<file path="config.mk">
export PLATFORM = sky130hd
export DESIGN_NAME = hid_six_key_report_builder
export DESIGN_NICKNAME = d
export VERILOG_FILES = /design/src/rtl/hsk_pkg.sv /design/src/rtl/hsk_cfg_regs.sv /design/src/rtl/hsk_in_stage.sv /design/src/rtl/hsk_report_core.sv /design/src/rtl/hid_six_key_report_builder.sv
export SDC_FILE = /design/constraint.sdc
export NUM_CORES = 1
export LEC_CHECK = 0
export BUFFER_PORTS_ARGS = -buffer_cell sky130_fd_sc_hd__buf_4
export CAP_MARGIN = 10
export CORE_MARGIN = 2
export CORE_UTILIZATION = 64
export DETAILED_ROUTE_END_ITERATION = 10
export GPL_TIMING_DRIVEN = 0
export PLACE_DENSITY = 0.86
export SLEW_MARGIN = 0
export SYNTH_ARGS = -nofsm -noshare
export SYNTH_HDL_FRONTEND = slang
export SYNTH_SLANG_ARGS = --single-unit
</file>
<file path="constraint.sdc">
create_clock -name clk -period 11.4 [get_ports clk]
set_clock_uncertainty 0.05 [all_clocks]
set_input_delay 3.42 -clock clk [delete_from_list [all_inputs] [get_ports clk]]
set_output_delay 3.42 -clock clk [all_outputs]
set_load 0.01 [all_outputs]
</file>
<file path="src/rtl/hsk_pkg.sv">
// shared types and constants for the six-key report builder
package hsk_pkg;

  localparam int unsigned SHOWN_SLOTS = 6;
  localparam int unsigned CODE_W      = 8;
  localparam int unsigned POS_W       = 4;
  localparam int unsigned TIME_W      = 32;
  localparam int unsigned HOLD_W      = 16;
  localparam int unsigned CFG_IDX_W   = 2;
  localparam int unsigned CFG_DATA_W  = 16;

  // event kinds
  localparam logic [1:0] CMD_PRESS   = 2'd0;
  localparam logic [1:0] CMD_LONG    = 2'd1;
  localparam logic [1:0] CMD_REPEAT  = 2'd2;
  localparam logic [1:0] CMD_RELEASE = 2'd3;

  // lighting hints
  localparam logic [1:0] LED_NONE    = 2'd0;
  localparam logic [1:0] LED_PRESS   = 2'd1;
  localparam logic [1:0] LED_RELEASE = 2'd2;

  // configuration register indexes
  localparam logic [CFG_IDX_W-1:0] REG_CODE = 2'd0;
  localparam logic [CFG_IDX_W-1:0] REG_ROW  = 2'd1;
  localparam logic [CFG_IDX_W-1:0] REG_COL  = 2'd2;
  localparam logic [CFG_IDX_W-1:0] REG_HOLD = 2'd3;

  // reset values
  localparam logic [CODE_W-1:0] RST_CODE = 8'h53;
  localparam logic [POS_W-1:0]  RST_ROW  = 4'd0;
  localparam logic [POS_W-1:0]  RST_COL  = 4'd0;
  localparam logic [HOLD_W-1:0] RST_HOLD = 16'd1000;
  localparam logic [CODE_W-1:0] EMPTY_CODE = 8'h00;

  typedef struct packed {
    logic [CODE_W-1:0] code;
    logic [POS_W-1:0]  row;
    logic [POS_W-1:0]  col;
    logic [HOLD_W-1:0] hold_ms;
  } cfg_t;

  typedef struct packed {
    logic [1:0]        cmd;
    logic [POS_W-1:0]  row;
    logic [POS_W-1:0]  col;
    logic [CODE_W-1:0] code;
    logic [TIME_W-1:0] now_ms;
  } evt_t;

  typedef struct packed {
    logic [SHOWN_SLOTS-1:0][CODE_W-1:0] slots;
    logic                               mode_next;
    logic [1:0]                         led_event;
    logic [POS_W-1:0]                   led_row;
    logic [POS_W-1:0]                   led_col;
  } res_t;

endpackage

</file>
<file path="src/rtl/hsk_cfg_regs.sv">
// special key configuration registers
module hsk_cfg_regs
  import hsk_pkg::*;
(
  input  logic                  clk,
  input  logic                  rst,
  input  logic                  wr_en,
  input  logic [CFG_IDX_W-1:0]  wr_index,
  input  logic [CFG_DATA_W-1:0] wr_data,
  output cfg_t                  cfg
);

  always_ff @(posedge clk) begin
    if (rst) begin
      cfg.code    <= RST_CODE;
      cfg.row     <= RST_ROW;
      cfg.col     <= RST_COL;
      cfg.hold_ms <= RST_HOLD;
    end else if (wr_en) begin
      case (wr_index)
        REG_CODE: cfg.code    <= wr_data[CODE_W-1:0];
        REG_ROW:  cfg.row     <= wr_data[POS_W-1:0];
        REG_COL:  cfg.col     <= wr_data[POS_W-1:0];
        REG_HOLD: cfg.hold_ms <= wr_data[HOLD_W-1:0];
        default:  cfg.hold_ms <= cfg.hold_ms;
      endcase
    end
  end

endmodule

</file>
<file path="src/rtl/hsk_in_stage.sv">
// input register for one key event word
module hsk_in_stage
  import hsk_pkg::*;
(
  input  logic clk,
  input  logic rst,
  input  logic take,
  input  evt_t evt_in,
  output logic evt_valid,
  output evt_t evt
);

  always_ff @(posedge clk) begin
    if (rst) begin
      evt_valid <= 1'b0;
    end else begin
      evt_valid <= take;
    end
  end

  always_ff @(posedge clk) begin
    if (take) begin
      evt <= evt_in;
    end
  end

endmodule

</file>
<file path="src/rtl/hsk_report_core.sv">
// report slot state, special key tracking and result register
module hsk_report_core
  import hsk_pkg::*;
#(
  parameter int unsigned REPORT_SLOTS = 6
) (
  input  logic clk,
  input  logic rst,
  input  cfg_t cfg,
  input  logic evt_valid,
  input  evt_t evt,
  output logic res_valid,
  output res_t res
);

  logic [CODE_W-1:0] slots      [REPORT_SLOTS];
  logic [CODE_W-1:0] slots_next [REPORT_SLOTS];
  logic [TIME_W-1:0] press_time;
  logic [TIME_W-1:0] press_time_next;
  logic              long_handled;
  logic              long_handled_next;
  res_t              res_next;

  logic              special;
  logic              do_insert;
  logic              do_clear;
  logic [TIME_W-1:0] held;
  logic              placed;
  logic              mode_req;
  logic [1:0]        led;

  assign special = (evt.row == cfg.row) && (evt.col == cfg.col) && (evt.code == cfg.code);
  assign held    = evt.now_ms - press_time;

  // event decode
  always_comb begin
    do_insert         = 1'b0;
    do_clear          = 1'b0;
    mode_req          = 1'b0;
    led               = LED_NONE;
    press_time_next   = press_time;
    long_handled_next = long_handled;
    case (evt.cmd)
      CMD_PRESS: begin
        if (special) begin
          press_time_next   = evt.now_ms;
          long_handled_next = 1'b0;
        end
        do_insert = 1'b1;
        led       = LED_PRESS;
      end
      CMD_LONG: begin
        if (special && !long_handled) begin
          mode_req          = 1'b1;
          long_handled_next = 1'b1;
        end else begin
          do_insert = 1'b1;
          led       = LED_PRESS;
        end
      end
      CMD_REPEAT: begin
        do_insert = !special;
      end
      CMD_RELEASE: begin
        // special release only passes if short and no long press was handled
        if (!special || ((held < {{(TIME_W-HOLD_W){1'b0}}, cfg.hold_ms}) && !long_handled)) begin
          do_clear = 1'b1;
          led      = LED_RELEASE;
        end
      end
      default: begin
        do_insert = 1'b0;
      end
    endcase
  end

  // slot update: lowest empty slot on insert, every match on clear
  always_comb begin
    placed = 1'b0;
    for (int j = 0; j < REPORT_SLOTS; j++) begin
      slots_next[j] = slots[j];
      if (do_insert && !placed && (slots[j] == EMPTY_CODE)) begin
        slots_next[j] = evt.code;
        placed        = 1'b1;
      end
      if (do_clear && (slots[j] == evt.code)) begin
        slots_next[j] = EMPTY_CODE;
      end
    end
  end

  always_comb begin
    for (int k = 0; k < SHOWN_SLOTS; k++) begin
      res_next.slots[k] = EMPTY_CODE;
    end
    for (int k = 0; k < SHOWN_SLOTS; k++) begin
      if (k < REPORT_SLOTS) begin
        res_next.slots[k] = slots_next[k];
      end
    end
    res_next.mode_next = mode_req;
    res_next.led_event = led;
    res_next.led_row   = (led != LED_NONE) ? evt.row : '0;
    res_next.led_col   = (led != LED_NONE) ? evt.col : '0;
  end

  always_ff @(posedge clk) begin
    if (rst) begin
      for (int j = 0; j < REPORT_SLOTS; j++) begin
        slots[j] <= EMPTY_CODE;
      end
      press_time   <= '0;
      long_handled <= 1'b0;
      res_valid    <= 1'b0;
    end else begin
      res_valid <= evt_valid;
      if (evt_valid) begin
        for (int j = 0; j < REPORT_SLOTS; j++) begin
          slots[j] <= slots_next[j];
        end
        press_time   <= press_time_next;
        long_handled <= long_handled_next;
      end
    end
  end

  always_ff @(posedge clk) begin
    if (evt_valid) begin
      res <= res_next;
    end
  end

endmodule

</file>
<file path="src/rtl/hid_six_key_report_builder.sv">
// top level of the six-key report builder with special mode key
// a word taken is registered in the input stage, then its result in the core's result
//   register, which drives the outputs with done high
// throughput: one word every clock, busy is always low
// reset: rst empties the report, clears the special key timing, loads the default config
// the receiver cannot stall, every result is shown for exactly one cycle
module hid_six_key_report_builder
  import hsk_pkg::*;
#(
  parameter int unsigned REPORT_SLOTS = 6
) (
  input  logic                  clk,
  input  logic                  rst,
  input  logic                  start,
  output logic                  busy,
  input  logic [1:0]            cmd,
  input  logic [POS_W-1:0]      key_row,
  input  logic [POS_W-1:0]      key_col,
  input  logic [CODE_W-1:0]     key_usage,
  input  logic [TIME_W-1:0]     now_ms,
  input  logic                  wr_en,
  input  logic [CFG_IDX_W-1:0]  wr_index,
  input  logic [CFG_DATA_W-1:0] wr_data,
  output logic                  done,
  output logic [CODE_W-1:0]     slot_0,
  output logic [CODE_W-1:0]     slot_1,
  output logic [CODE_W-1:0]     slot_2,
  output logic [CODE_W-1:0]     slot_3,
  output logic [CODE_W-1:0]     slot_4,
  output logic [CODE_W-1:0]     slot_5,
  output logic                  mode_next,
  output logic [1:0]            led_event,
  output logic [POS_W-1:0]      led_row,
  output logic [POS_W-1:0]      led_col
);

  cfg_t cfg;
  evt_t evt_in;
  evt_t evt;
  logic evt_valid;
  res_t res;

  assign busy = 1'b0;

  assign evt_in.cmd    = cmd;
  assign evt_in.row    = key_row;
  assign evt_in.col    = key_col;
  assign evt_in.code   = key_usage;
  assign evt_in.now_ms = now_ms;

  hsk_cfg_regs u_cfg (
    .clk      (clk),
    .rst      (rst),
    .wr_en    (wr_en),
    .wr_index (wr_index),
    .wr_data  (wr_data),
    .cfg      (cfg)
  );

  hsk_in_stage u_in (
    .clk       (clk),
    .rst       (rst),
    .take      (start && !busy),
    .evt_in    (evt_in),
    .evt_valid (evt_valid),
    .evt       (evt)
  );

  hsk_report_core #(
    .REPORT_SLOTS (REPORT_SLOTS)
  ) u_core (
    .clk       (clk),
    .rst       (rst),
    .cfg       (cfg),
    .evt_valid (evt_valid),
    .evt       (evt),
    .res_valid (done),
    .res       (res)
  );

  assign slot_0    = res.slots[0];
  assign slot_1    = res.slots[1];
  assign slot_2    = res.slots[2];
  assign slot_3    = res.slots[3];
  assign slot_4    = res.slots[4];
  assign slot_5    = res.slots[5];
  assign mode_next = res.mode_next;
  assign led_event = res.led_event;
  assign led_row   = res.led_row;
  assign led_col   = res.led_col;

endmodule

</file>
# --- Yosys cells after proc, flatten, opt, wreduce, memory -nomap -nowiden ---
# Memory sizes are Yosys's and may differ from the RTL's.
# Cells that the tools add are included.
word_totals:
  register_bits: 176
  ram_bits: 48
  elab_cells: 133
  memories: 1
  out_inout_bits: 61
classes:
  n_eq_ne: 17
  n_reduce_logical: 45
  n_mux: 39
  n_addsub: 1
  n_lt_le_gt_ge: 1
  bitwise_logic: 6
memory_table:
  columns: ["name", "words", "width", "rd", "rd_ports_with_merged_regs", "write_ports", "line", "text"]
  rows:
  - ["u_core.slots", 6, 8, 6, 0, 6, "hsk_report_core.sv:16", "logic [CODE_W-1:0] slots [REPORT_SLOTS];"]
op_table:
  columns: ["cell", "n"]
  rows:
  - ["two-way mux 8 bit", 18]
  - ["== test 8 bit", 7]
  - ["logical NOT 8 bit", 6]
  - ["< comparator 32 x 16 -> 1 bit", 1]
  - ["subtractor 32 bit", 1]
  - ["logical AND 1 bit", 21]
  - ["two-way mux 1 bit", 17]
  - ["== test 2 bit (second input constant)", 4]
  - ["== test 4 bit", 2]
  - ["AND reduction 2 bit", 4]
  - ["logical NOT 1 bit", 7]
  - ["OR 1 bit", 6]
  - ["one-hot mux 2 bit (3 select lines)", 1]
  - ["== test 2 x 1 -> 1 bit (second input constant)", 2]
  - ["logical NOT 2 bit", 2]
  - ["!= test 2 x 1 -> 1 bit (second input constant)", 2]
  - ["AND reduction 4 bit", 1]
  - ["nonzero test 2 bit", 2]
  - ["one-hot mux 1 bit (3 select lines)", 1]
  - ["AND reduction 3 bit", 1]
  - ["two-way mux 2 bit", 1]
  - ["one-hot mux 1 bit (2 select lines)", 1]
  - ["logical OR 1 bit", 1]

# --- Depth between registers and ports, before layout ---
# Gate-level depths: netlist of the first run.
logic_depth:
  word_depth: 30
  depth_mapped: 22
  depth_no_buf: 21

# --- By module ---
# From an unflattened synthesis of the first run, not the netlist that was laid out.
unflattened:
  hier_cells: 1144
  area_unflattened_um2: 11902.7
modules_own_cells:
  columns: ["module", "cells_each", "instances", "area_each_um2"]
  rows:
  - ["hsk_report_core", 956, 1, 9007.4]
  - ["hsk_in_stage", 52, 1, 1535.2]
  - ["hsk_cfg_regs", 134, 1, 1348.8]
  - ["hid_six_key_report_builder", 2, 1, 11.3]

# --- Least setup slack after synthesis of the first run ---
# No wires, ideal clock.
synth_timing:
  path_type: "input to register"
  startpoint: "in rst"
  endpoint: "mem u_core.slots[0][0], enable pin"
  setup_slack_ps: 6596
  required_time_ps: 10966
  setup_ps: 384
  stages: 2
  arrival_time_ps: 4370
  n_path_buf: 1
  path_cell_list: "clkbuf_1 or2_2"
synth_rtl:
  columns: ["item", "line", "text"]
  rows:
  - ["start, declared", "hid_six_key_report_builder.sv:13", "input logic rst,"]
  - ["end, declared", "hsk_report_core.sv:16", null]

==> results of run 1 <==
logic make-up after synthesis:
kind of cell | synth area share
flip-flops | 0.526
AND/OR/NAND/NOR | 0.163
adder cells (fa/ha/maj) | 0.0518
multiplexers | 0.0132
AO/OA/AOI/OAI | 0.141
buffers and inverters | 0.0415
XOR/XNOR | 0.0632
other | 0.000326
registers in the layout, indices dropped and copies added (netlist names):
name	cells
u_core.res	59
u_in.evt	50
u_core.slots	48
u_cfg.cfg	32
u_core.press_time	32
u_core.long_handled	1
u_core.res_valid	1
u_in.evt_valid	1
worst max path at each step:
stage | from | to | slack [ns]
CTS | u_in.evt[0]$_DFFE_PP_ | u_core.slots[0][31]$_SDFFCE_PN0P_ | 5.85
finish | u_in.evt[0]$_DFFE_PP_ | u_core.res[47]$_DFFE_PP_ | 5.82
detailed placement | u_in.evt[0]$_DFFE_PP_ | u_core.slots[0][31]$_SDFFCE_PN0P_ | 5.88
floorplan | rst | u_core.slots[0][0]$_SDFFCE_PN0P_ | 6.60
global placement | rst | u_core.slots[0][24]$_SDFFCE_PN0P_ | 6.06
global route | u_in.evt[0]$_DFFE_PP_ | u_core.res[46]$_DFFE_PP_ | 5.58
layout by cell type (no fill, tap or decap), types with 14 or more instances in the layout:
cell       Yosys  layout
a21oi_1      128     128
buf_4          4     135
clkbuf_1      33      38
clkbuf_16      0      25
dfxtp_1       67      66
edfxtp_1     157     157
ha_1          46      46
inv_1         58      58
mux2i_1       14      14
nand2_1      138     138
nand3_1       19      19
nor2_1        98      98
nor3_1        57      57
nor4_1        27      27
o21ai_0       22      22
xor2_1        74      74
report_power, final:
group          internal [W]  total [W]  switching [W]
sequential         0.000919   0.000952      0.0000330
combinational      0.000113   0.000280       0.000166
clock              0.000442   0.000767       0.000324
cell usage after synthesis, drive strengths merged (4+ instances only):
cell type,number,share of area
and3,4,0.0022
nor3,57,0.025
nand4,11,0.0065
a21oi,130,0.057
inv,58,0.019
buf,18,0.011
a211o,10,0.0076
nand2,138,0.045
o21a,9,0.0059
o21ai,24,0.010
o32ai,6,0.013
a211oi,5,0.0033
dfxtp,67,0.12
nor4,28,0.017
edfxtp,157,0.41
xnor2,9,0.0069
mux2i,14,0.012
ha,46,0.050
nand2b,9,0.0049
or2,9,0.0049
nor2,98,0.032
a21o,11,0.0072
a31oi,5,0.0033
or4,4,0.0026
nand3,20,0.0091
o31ai,5,0.0045
clkbuf,34,0.011
nor2b,7,0.0038
xor2,74,0.056
o211ai,9,0.0063
through the flow:
step / cell area (sq um) / hold slack, ns / setup WS (ns) / std cells
final: 13600 / 0.405 / 5.82 / 1528
after global routing: 13600 / 0.418 / 5.58 / 1528
after CTS: 13600 / 0.405 / 5.85 / 1528
after detailed placement: 12800 / 0.397 / 5.88 / 1482
after global placement: 12800 / 0.392 / 6.06 / 1481
after floorplan: 11500 / 0.386 / 6.60 / 1121
routing by layer:
| layer | vias up | global-route usage |
|---|---|---|
| li1 | 4360 | - |
| met1 | 4467 | 0.401 |
| met2 | 444 | 0.460 |
| met3 | 66 | 0.0613 |
| met4 | 0 | 0.109 |
| met5 | - | 0 |
worst max-delay path: cells and delay by family (launching register included):
kind / cells / cell delay (ns)
AO/OA/AOI/OAI: 10 / 3.01
XOR/XNOR: 1 / 0.22
adder cells (fa/ha/maj): 3 / 0.87
buffers and inverters: 3 / 0.38
flip-flops: 1 / 0.40
AND/OR/NAND/NOR: 2 / 0.36
final cells by class:
cell class,count,share of cell area
sequential,224,0.446
tap,229,0.0211
timing repair buffer,132,0.0739
multi-input combinational,787,0.366
clock buffer,32,0.0495
inverter,58,0.0160
buffer,52,0.0192
clock inverter,14,0.00857
==> results by group, run 1 <==
Worst setup path
  • Critical-path cell list: inv_1 > ha_1 > inv_1 > fa_1 > a211oi_1 > o21ai_1 > a21oi_1 > o21bai_1 > xnor2_1 > ha_1 > a21o_1 > a22oi_1 > nor4b_1 > o211ai_1 > a2111oi_2 > o2111ai_4 > o31ai_4 > buf_4 > nor2_1
  • Crit Reg-Reg Endpoint: u_core.res[47]$_DFFE_PP_
  • Critical path endpoint category: flip-flop
  • Worst path arrival time: 5.80 ns
  • Worst path required time: 11.62 ns
  • Critical-path top delay cell: o31ai_4
  • Critical Path Source Type: flip-flop
  • R2r setup slk: 5.82 ns
  • Delay of the slowest cell on the worst path: 0.53 ns
  • Crit Path Category: reg2reg
  • Crit path max fanout: 10
  • R2r worst-path depth: 19
  • Worst reg2reg startpoint: u_in.evt[0]$_DFFE_PP_

Timing
  • Max Fclk: 179 MHz
  • Final Cycle Share: 0.489
  • Slew Viols, Final: 0
  • RSZ-0062 raised after global routing: no
  • Final min period: 5.58 ns
  • Hold violation count in the final report: 0
  • Least-Margin Pin Slew: 1.16 ns
  • Final setup TNS: 0 ns
  • Final setup violation count: 0
  • Relative slew slack: 0.230

Yosys
  • Syn nets: 1240
  • Mean post-synth cell area: 10.3 sq um
  • Post-Synthesis Cells: 1121
  • Post-synthesis sequential area ratio: 0.526
  • Ys Warns: 0
  • Post-synth EDFFs: 157
  • Netlist cell types: 69
  • Number of synthesized register bits: 224
  • Main synth FF type: edfxtp_1
  • Post-Syn Area: 0.0115 sq mm
  • Asr flop ratio synth: 0

Clock network
  • Postcts setup bufs: 0
  • Clock-pin slew on the worst setup and hold paths: 0.06 ns
  • Resized Gates After CTS: 0
  • Num CTS Buffers: 25
  • Root Buffer: clkbuf_16
  • Max H-tree Level: 1
  • Clock sinks: 224
  • Hold-fix buffers at CTS: 0
  • CTS tree: yes
  • Worst skew pair latency: 0.54 ns
  • Clock buffer depth: 3

Detailed routing
  • Drt first pass iters: 5
  • Initial DRC count: 1162
  • Met1 wire length: 12000 um
  • DR DRC count: 0
  • Final WL: 28400 um
  • Total vias in the final route: 9337
  • Met2 wire len: 13100 um
  • Final ANT Viol Nets: 0
  • Drt via density: 6.11
  • Top layer in use: met4
  • DR WL met3: 2370 um
  • WL per Instance: 18.6 um

Layout
  • Number of diodes: 0
  • Final-stage net count: 1399
  • Register Area: 0.00606 sq mm
  • Filler cells: 1164
  • Layout Utilization: 0.764
  • Syn-to-layout area delta: 18.1%
  • Share of post-route cells with drive strength above 1: 0.168
  • Area of the multi-input gates: 0.00497 sq mm

Place
  • DP HPWL: 20300 um
  • RD Place Congestion: 0.900
  • Port bufs: 131

Run status
  • Status: finished clean

Run
  • Max Cap Viol: 0

Global routing
  • Initial antenna violation count: 0
  • GRT Util Overall: 0.291
  • Grt total ovfl: 0
  • Largest net degree at the start of global routing: 52
  • Global-route wire length before repair: 45500 um
  • Vias in the first global route: 9155

Pwr
  • Peak VDD IR: 145 uV
  • Power Total: 0.00200 W
  • Pwr/cell area: 147 mW/mm^2
  • Leak: 5.23 nW

Hold path
  • Min-Delay Startpoint: u_cfg.cfg[15]$_SDFFE_PP0P_
  • Worst hold path class: reg2reg
  • Worst Hold Depth: 2
  • Hold Crit Endpoint: u_cfg.cfg[15]$_SDFFE_PP0P_

Die
  • Die X: 138 um
  • Die Footprint: 0.0191 sq mm
  • # IOs: 133
  • Core Rows: 49
  • Core ar.: 0.0178 sq mm
  • Die Y: 138 um
  • Starting density of the core: 0.647
(Power assumes the default switching activity.)
==> run 2: changes to the inputs <==
--- a/config.mk
+++ b/config.mk
@@ -5,13 +5,14 @@
 export SDC_FILE = /design/constraint.sdc
 export NUM_CORES = 1
 export LEC_CHECK = 0
+export ABC_AREA = 1
 export BUFFER_PORTS_ARGS = -buffer_cell sky130_fd_sc_hd__buf_4
 export CAP_MARGIN = 10
 export CORE_MARGIN = 2
-export CORE_UTILIZATION = 64
+export CORE_UTILIZATION = 54
 export DETAILED_ROUTE_END_ITERATION = 10
 export GPL_TIMING_DRIVEN = 0
-export PLACE_DENSITY = 0.86
+export PLACE_DENSITY = 0.77
 export SLEW_MARGIN = 0
 export SYNTH_ARGS = -nofsm -noshare
 export SYNTH_HDL_FRONTEND = slang
==> constraint.sdc (replaced) <==
create_clock -name clk -period 4.7 [get_ports clk]
set_clock_uncertainty 0.05 [all_clocks]
set_input_delay 1.41 -clock clk [delete_from_list [all_inputs] [get_ports clk]]
set_output_delay 1.41 -clock clk [all_outputs]
set_load 0.01 [all_outputs]
==> run 2 against run 1 <==
  * Combinational power increased to 2.7 times the previous value
  * First-iteration DRC count decreased by 36%
  * Global-route usage decreased by 5.3 points
  * Synthesized cell count increased by 29%
  * Cell area increased by 6.0%
  * Core utilization decreased by 11 points
  * Maximum frequency increased by 39%
  * Wire length increased by 0.65%
  * Worst setup slack got worse by 5.1 ns
  * Largest power group unchanged
  * Largest cell class unchanged
  * Power increased to 2.5 times the previous value
  * Register-to-register slack got worse by 5.1 ns
==> results by group, run 2 <==
Detailed routing
  • WL per Instance: 15.0 um (was 18.6 um)
  • Final ANT Viol Nets: 0 (unchanged)
  • Total vias in the final route: 10.0k (was 9337)
  • Drt first pass iters: 5 (unchanged)
  • DR DRC count: 0 (unchanged)
  • Initial DRC count: 749 (was 1162)
  • Drt via density: 5.26 (was 6.11)
  • Final WL: 28600 um (was 28400 um)

Clock network
  • CTS tree: yes (unchanged)
  • Root Buffer: clkbuf_16 (unchanged)
  • Num CTS Buffers: 23 (was 25)
  • Worst skew pair latency: 0.52 ns (was 0.54 ns)
  • Hold-fix buffers at CTS: 0 (unchanged)
  • Clock buffer depth: 3 (unchanged)
  • Postcts setup bufs: 0 (unchanged)
  • Clock-pin slew on the worst setup and hold paths: 0.06 ns (about the same)
  • Max H-tree Level: 1 (unchanged)
  • Clock sinks: 224 (unchanged)
  • Resized Gates After CTS: 0 (unchanged)

Yosys
  • Main synth FF type: edfxtp_1 (unchanged)
  • Post-synth top area share: 0.387 (was 0.410)
  • Post-synth top cells: nand2_1 (319), inv_1 (262), edfxtp_1 (157) (was edfxtp_1 (157), nand2_1 (138), a21oi_1 (128))
  • Simple-gate share of the synthesized area: 0.226 (was 0.163)
  • Number of synthesized register bits: 224 (unchanged)
  • Post-synthesis sequential area ratio: 0.497 (was 0.526)
  • Post-Synthesis Cells: 1446 (was 1121)
  • Post-Syn Area: 0.0122 sq mm (was 0.0115 sq mm)
  • Mean post-synth cell area: 8.42 sq um (was 10.3 sq um)
  • Mux share of post-synthesis cell area: 0 (was 0.0132)
  • Top post-synthesis cells by area: edfxtp_1 (39%), dfxtp_1 (11%), nand2_1 (9.8%) (was edfxtp_1 (41%), dfxtp_1 (12%), xor2_1 (5.6%))
  • Ys Warns: 0 (unchanged)
  • Synth Area in Compound Gates: 0.0903 (was 0.141)
  • Synth Area in XOR/XNOR: 0.0410 (was 0.0632)
  • Post-synth EDFFs: 157 (unchanged)
  • Netlist cell types: 45 (was 69)
  • Synth Area in Adders: 0.0489 (was 0.0518)
  • Largest family of logic cells by synthesized area: simple AND/OR/NAND/NOR gates (unchanged)
  • Most common cell in the netlist: nand2_1 (was edfxtp_1)
  • Asr flop ratio synth: 0 (unchanged)
  • Syn nets: 1565 (was 1240)
  • Post-synth top area cell: edfxtp_1 (unchanged)

Pwr
  • Pint: 0.00375 W (was 0.00147 W)
  • Clock share of power: 0.393 (was 0.384)
  • Sw Share: 0.256 (was 0.262)
  • Power Total: 0.00504 W (was 0.00200 W)
  • Net Sw Power: 0.00129 W (was 0.000524 W)
  • Sequential share of power: 0.455 (was 0.476)
  • Peak VDD IR: 458 uV (was 145 uV)
  • Power share of the combinational group: 0.152 (was 0.140)
  • Leak: 6.61 nW (was 5.23 nW)
  • Pwr/cell area: 350 mW/mm^2 (was 147 mW/mm^2)

Worst setup path
  • Critical path endpoint category: flip-flop (unchanged)
  • Crit path max fanout: 8 (was 10)
  • Worst reg2reg startpoint: u_in.evt[0]$_DFFE_PP_ (unchanged)
  • Crit Reg-Reg Endpoint: u_core.slots[0][25]$_SDFFCE_PN0P_ (was u_core.res[47]$_DFFE_PP_)
  • Critical Path Source Type: flip-flop (unchanged)
  • Worst path arrival time: 4.22 ns (was 5.80 ns)
  • Worst path required time: 4.90 ns (was 11.62 ns)
  • R2r worst-path depth: 24 (was 19)
  • R2r setup slk: 0.69 ns (was 5.82 ns)
  • Crit Path Category: reg2reg (unchanged)

Timing
  • Least-Margin Pin Slew: 1.15 ns (was 1.16 ns)
  • Final setup TNS: 0 ns (unchanged)
  • RSZ-0062 raised after global routing: no (unchanged)
  • Slew Viols, Final: 0 (unchanged)
  • Final Cycle Share: 0.854 (was 0.489)
  • Final min period: 4.01 ns (was 5.58 ns)
  • Final setup violation count: 0 (unchanged)
  • Relative slew slack: 0.231 (was 0.230)
  • Hold violation count in the final report: 0 (unchanged)
  • Max Fclk: 249 MHz (was 179 MHz)

Die
  • Die Y: 154 um (was 138 um)
  • # IOs: 133 (unchanged)
  • Core Rows: 54 (was 49)
  • Die X: 154 um (was 138 um)
  • Core ar.: 0.0220 sq mm (was 0.0178 sq mm)
  • Starting density of the core: 0.555 (was 0.647)
  • Die Footprint: 0.0238 sq mm (was 0.0191 sq mm)

Layout
  • Syn-to-layout area delta: 18.2% (was 18.1%)
  • Layout Utilization: 0.655 (was 0.764)
  • Register Area: 0.00606 sq mm (unchanged)
  • Most frequent cells in the layout: nand2_1 (318), inv_1 (262), edfxtp_1 (157) (was edfxtp_1 (157), nand2_1 (138), buf_4 (135))
  • Filler cells: 1821 (was 1164)
  • Share of post-route cells with drive strength above 1: 0.145 (was 0.168)
  • Final-stage net count: 1722 (was 1399)
  • Max reg flops: 59 (unchanged)
  • Reg with most FFs: u_core.res (unchanged)
  • Commonest non-fill, non-tap cell in the layout: nand2_1 (was edfxtp_1)
  • Biggest regs: u_core.res (59), u_in.evt (50), u_core.slots (48) (unchanged)
  • Number of diodes: 0 (unchanged)
  • Area of the multi-input gates: 0.00495 sq mm (was 0.00497 sq mm)

Global routing
  • GRT Util Overall: 0.238 (was 0.291)
  • Global-route wire length before repair: 45700 um (was 45500 um)
  • Largest net degree at the start of global routing: 52 (unchanged)
  • Grt total ovfl: 0 (unchanged)
  • Vias in the first global route: 9599 (was 9155)
  • Initial antenna violation count: 0 (unchanged)

Run status
  • Status: finished clean (unchanged)

Hold path
  • Min-Delay Startpoint: u_core.press_time[18]$_SDFFE_PP0P_ (was u_cfg.cfg[15]$_SDFFE_PP0P_)
  • Worst Hold Depth: 2 (unchanged)
  • Hold Crit Endpoint: u_core.press_time[18]$_SDFFE_PP0P_ (was u_cfg.cfg[15]$_SDFFE_PP0P_)
  • Worst hold path class: reg2reg (unchanged)

Run
  • Max Cap Viol: 0 (unchanged)

Place
  • RD Place Congestion: 0.901 (was 0.900)
  • Port bufs: 130 (was 131)
  • DP HPWL: 21300 um (was 20300 um)
[run 2: cell count changes in the layout (fill, tap and decap cells not counted), sizes merged, moves of 21 or more]
cell,previous run,this run
nor2,98,128
nand3,20,62
nand2,138,345
nand4,11,32
a21oi,130,100
inv,59,270
nor4,28,4
xor2,74,46
o21ai,24,92
nor3,57,25
[run 2: worst max-delay path, cell delays in order, from the launching register on]
cell	delay, ns
edfxtp_1	0.41
inv_1	0.08
ha_1	0.16
inv_1	0.09
fa_1	0.46
nand3_1	0.12
nand3_2	0.09
nand2_1	0.07
nand2_1	0.08
nand2_1	0.09
nand2_2	0.09
xor2_1	0.20
ha_1	0.26
nand2_1	0.07
o21ai_0	0.08
nor2_1	0.14
nand3_1	0.09
nor2_1	0.13
nand3_1	0.09
nor2_1	0.16
nand3_2	0.16
nand2_8	0.18
nand3_4	0.18
nand2_2	0.15
nor2_1	0.05
[run 2: worst max-delay path by stage]
stage / startpoint / depth (start not counted) / endpoint
global route: u_in.evt[0]$_DFFE_PP_ / 24 / u_core.slots[0][9]$_SDFFCE_PN0P_
floorplan: rst / 4 / u_core.slots[0][0]$_SDFFCE_PN0P_
finish: u_in.evt[0]$_DFFE_PP_ / 24 / u_core.slots[0][25]$_SDFFCE_PN0P_
CTS: u_in.evt[0]$_DFFE_PP_ / 24 / u_core.slots[0][25]$_SDFFCE_PN0P_
detailed placement: u_in.evt[0]$_DFFE_PP_ / 24 / u_core.slots[0][25]$_SDFFCE_PN0P_
global placement: u_in.evt_valid$_SDFF_PP0_ / 2 / u_core.slots[0][41]$_SDFFCE_PN0P_
[run 2: layer usage]
metal	global-route usage	up-vias	routed length (um)	share of wire
li1	-	4990	-	-
met1	0.291	4556	11900	0.42
met2	0.425	370	13800	0.48
met3	0.0359	85	1730	0.060
met4	0.0930	0	1120	0.039
met5	0	-	0	0
[run 2: through the flow]
step	setup slack, ns	hold slack (ns)	std cells	instance area [sq um]
2_1_floorplan	1.22	0.377	1446	12200
3_3_place_gp	0.253	0.387	1856	13500
3_5_place_dp	0.752	0.400	1858	13600
4_1_cts	0.724	0.408	1900	14400
5_1_grt	0.389	0.419	1900	14400
6_report	0.686	0.405	1900	14400
[run 2: layout make-up]
class,count,area share
sequential,224,0.421
timing repair buffer,132,0.0711
buffer,33,0.0117
clock inverter,11,0.0110
clock buffer,31,0.0470
inverter,269,0.0702
tap,280,0.0243
multi-input combinational,920,0.344
[run 2: cell families after synthesis]
family	Yosys count
xor gates and xnor gates	57
other	1
and+or+nand+nor	608
buffers and inverters	302
AOI/OAI and AO/OA	207
DFF	224
adders and majority gates	47
[run 2: power by group through the flow]
stage / clock [W] / sequential [W] / combinational [W]
final: 0.00198 / 0.00229 / 0.000765
after global placement: 0 / 0.00234 / 0.000725
after detailed placement: 0 / 0.00233 / 0.000756
after global routing: 0.00208 / 0.00230 / 0.000858
after floorplan: 0 / 0.00233 / 0.000487
after CTS: 0.00201 / 0.00229 / 0.000761
==> run 3: changes to the inputs <==
--- a/config.mk
+++ b/config.mk
@@ -16,4 +16,5 @@
 export SLEW_MARGIN = 0
 export SYNTH_ARGS = -nofsm -noshare
 export SYNTH_HDL_FRONTEND = slang
+export SYNTH_HIERARCHICAL = 1
 export SYNTH_SLANG_ARGS = --single-unit
==> run 3 against run 2 <==
  * Sequential share of layout area is 1.2 points lower
  * First-iteration DRC count up 2.9%
  * Worst hold slack better by 0.0056 ns
  * Global-route usage is 1.6 points higher
  * Maximum frequency rose by 3.5%
  * Cell count is 4.9% higher
  * Sequential power hardly changed
  * Flip-flop and latch count is the same
==> results by group, run 3 <==
Clock network
  • Num CTS Buffers: 25 (was 23)
  • Resized Gates After CTS: 0 (unchanged)
  • Worst skew pair latency: 0.55 ns (was 0.52 ns)
  • Clock sinks: 224 (unchanged)
  • Root Buffer: clkbuf_16 (unchanged)
  • Clock buffer depth: 3 (unchanged)
  • Max H-tree Level: 1 (unchanged)
  • Postcts setup bufs: 0 (unchanged)
  • CTS tree: yes (unchanged)
  • Clock-pin slew on the worst setup and hold paths: 0.06 ns (about the same)
  • Hold-fix buffers at CTS: 0 (unchanged)

Worst setup path
  • Crit Path Category: reg2reg (unchanged)
  • Critical-path cell list: inv_1 > ha_1 > inv_1 > fa_1 > nand2_1 > nand3_1 > nand3_1 > nand2_2 > xor2_1 > ha_1 > a21oi_1 > nor3_1 > a211oi_1 > nand2_1 > nand2_1 > nand2_1 > clkinv_1 > nand2_1 > nor2_2 > nand3_4 > nand2_8 > nand3_4 > nand2_1 > nor2_1 (was inv_1 > ha_1 > inv_1 > fa_1 > nand3_1 > nand3_2 > nand2_1 > nand2_1 > nand2_1 > nand2_2 > xor2_1 > ha_1 > nand2_1 > o21ai_0 > nor2_1 > nand3_1 > nor2_1 > nand3_1 > nor2_1 > nand3_2 > nand2_8 > nand3_4 > nand2_2 > nor2_1)
  • Critical path endpoint category: flip-flop (unchanged)
  • Worst path arrival time: 4.09 ns (was 4.22 ns)
  • Crit path max fanout: 8 (unchanged)
  • Worst path required time: 4.92 ns (was 4.90 ns)
  • CP most frequent cell: nand2_1
  • R2r setup slk: 0.82 ns (was 0.69 ns)
  • Critical-path top delay cell: fa_1 (unchanged)
  • Delay of the slowest cell on the worst path: 0.46 ns (about the same)
  • Critical Path Source Type: flip-flop (unchanged)

Timing
  • Least-Margin Pin Slew: 0.688 ns (was 1.15 ns)
  • Final min period: 3.88 ns (was 4.01 ns)
  • RSZ-0062 raised after global routing: no (unchanged)
  • Slew Viols, Final: 0 (unchanged)
  • PnR worst setup slack: 0.823 ns (was 0.686 ns)
  • Final Cycle Share: 0.825 (was 0.854)
  • Final setup violation count: 0 (unchanged)
  • Hold violation count in the final report: 0 (unchanged)
  • Max Fclk: 258 MHz (was 249 MHz)
  • Final hold slack: 0.411 ns (was 0.405 ns)
  • Relative slew slack: 0.541 (was 0.231)
  • Final setup TNS: 0 ns (unchanged)

Yosys
  • Most common cell in the netlist: nand2_1 (unchanged)
  • Asr flop ratio synth: 0 (unchanged)
  • Syn nets: 1649 (was 1565)
  • Post-synth top area share: 0.377 (was 0.387)
  • Ys Warns: 6 (was 0)
  • Post-synth EDFFs: 157 (unchanged)
  • Main synth FF type: edfxtp_1 (unchanged)
  • Top post-synthesis cells by area: edfxtp_1 (38%), dfxtp_1 (11%), nand2_1 (10%) (was edfxtp_1 (39%), dfxtp_1 (11%), nand2_1 (9.8%))
  • Post-synthesis sequential area ratio: 0.485 (was 0.497)
  • Post-Syn Area: 0.0125 sq mm (was 0.0122 sq mm)
  • Post-synth top area cell: edfxtp_1 (unchanged)
  • Post-synth top cells: nand2_1 (334), inv_1 (274), nor2_1 (185) (was nand2_1 (319), inv_1 (262), edfxtp_1 (157))
  • Post-Synthesis Cells: 1530 (was 1446)
  • Mean post-synth cell area: 8.17 sq um (was 8.42 sq um)
  • Netlist cell types: 48 (was 45)
  • Number of synthesized register bits: 224 (unchanged)

Die
  • Die X: 156 um (was 154 um)
  • Die Footprint: 0.0244 sq mm (was 0.0238 sq mm)
  • Die Y: 156 um (was 154 um)
  • Starting density of the core: 0.550 (was 0.555)
  • # IOs: 133 (unchanged)
  • Core ar.: 0.0227 sq mm (was 0.0220 sq mm)
  • Core Rows: 55 (was 54)

Detailed routing
  • Met2 wire len: 15000 um (was 13800 um)
  • Drt via density: 5.22 (was 5.26)
  • WL per Instance: 15.5 um (was 15.0 um)
  • Initial DRC count: 771 (was 749)
  • Final ANT Viol Nets: 0 (unchanged)
  • DR DRC count: 0 (unchanged)
  • DR WL met3: 1960 um (was 1730 um)
  • Met1 wire length: 12600 um (was 11900 um)
  • Final WL: 30900 um (was 28600 um)
  • Top layer in use: met4 (unchanged)
  • Drt first pass iters: 6 (was 5)
  • Total vias in the final route: 10.4k (was 10.0k)

Pwr
  • Peak VDD IR: 319 uV (was 458 uV)
  • Leak: 6.89 nW (was 6.61 nW)
  • Pwr/cell area: 354 mW/mm^2 (was 350 mW/mm^2)

Layout
  • Commonest non-fill, non-tap cell in the layout: nand2_1 (unchanged)
  • Reg with most FFs: u_core/res (was u_core.res)
  • Final-stage net count: 1808 (was 1722)
  • Share of post-route cells with drive strength above 1: 0.156 (was 0.145)
  • Most frequent cells in the layout: nand2_1 (333), inv_1 (274), nor2_1 (185) (was nand2_1 (318), inv_1 (262), edfxtp_1 (157))
  • Number of diodes: 0 (unchanged)
  • Max reg flops: 59 (unchanged)
  • Fin cells: 1993 (was 1900)
  • Layout Utilization: 0.652 (was 0.655)
  • Biggest regs: u_core/res (59), u_in/evt (50), u_core/slots (48) (was u_core.res (59), u_in.evt (50), u_core.slots (48))
  • Syn-to-layout area delta: 18.5% (was 18.2%)

Hold path
  • Worst hold path class: reg2reg (unchanged)

Global routing
  • Grt total ovfl: 0 (unchanged)
  • Initial antenna violation count: 0 (unchanged)
  • GRT Util Overall: 0.254 (was 0.238)
  • Global-route wire length before repair: 48700 um (was 45700 um)
  • Vias in the first global route: 9935 (was 9599)
  • Largest net degree at the start of global routing: 52 (unchanged)

Place
  • Worst slack, placed: 0.867 ns (was 0.752 ns)
  • DP HPWL: 23000 um (was 21300 um)
  • Dpl cells: 1947 (was 1858)
  • Port bufs: 130 (unchanged)
  • RD Place Congestion: 0.924 (was 0.901)

Run status
  • Status: finished clean (unchanged)

Run
  • Max Cap Viol: 0 (unchanged)
[run 3: through the flow]
stage	cell area (sq um)	power [W]
2_1_floorplan	12500	0.00283
3_3_place_gp	13800	0.00309
3_5_place_dp	13900	0.00311
4_1_cts	14800	0.00527
5_1_grt	14800	0.00546
6_report	14800	0.00525
[run 3: worst paths after layout]
check,start,end,depth (start not counted)
worst min register to register,u_cfg/cfg[3]$_SDFFE_PP1P_,u_cfg/cfg[3]$_SDFFE_PP1P_,2
worst min-delay path,u_cfg/cfg[3]$_SDFFE_PP1P_,u_cfg/cfg[3]$_SDFFE_PP1P_,2
worst max-delay path,u_in/evt[0]$_DFFE_PP_,u_core/slots[3][5]$_SDFFCE_PN0P_,24
worst max register to register,u_in/evt[0]$_DFFE_PP_,u_core/slots[3][5]$_SDFFCE_PN0P_,24
[run 3: kinds of logic (layout without fill, tap and decap cells)]
kind of cell,Yosys count,count (layout),synth area share
simple gates,718,718,0.258
buf+inv,325,503,0.102
flops,224,224,0.485
compound gates,159,159,0.0685
xor+xnor,56,56,0.0393
fa+ha+maj,47,47,0.0477
other cells,1,1,0.000300
[run 3: final cells by class]
cell class	count	area, sq um
repair buffers	132	1020
inverters	285	1070
well taps	285	357
clock inverters	7	126
flip-flops and latches	224	6060
clock buffers	39	813
multi-input cells	981	5170
fillers	1947	7900
plain buffers	40	206
[run 3: critical path, delay by kind of cell, from the launching register on]
family                     cells  cell delay, ns
adders and majority gates      3            0.81
AOI/OAI and AO/OA              2            0.38
and+or+nand+nor               15            1.59
DFF                            1            0.35
buffers and inverters          3            0.24
xor gates and xnor gates       1            0.17
[run 3: metal layers]
layer	up-vias	global-route usage
met5	-	0
met4	0	0.105
met3	88	0.0394
met2	339	0.447
met1	4781	0.310
li1	5194	-
[run 3: power by group]
group          total [W]  switching, W  internal [W]
combinational   0.000795      0.000502      0.000293
clock            0.00216      0.000803       0.00136
sequential       0.00229     0.0000572       0.00223
total            0.00525       0.00136       0.00388
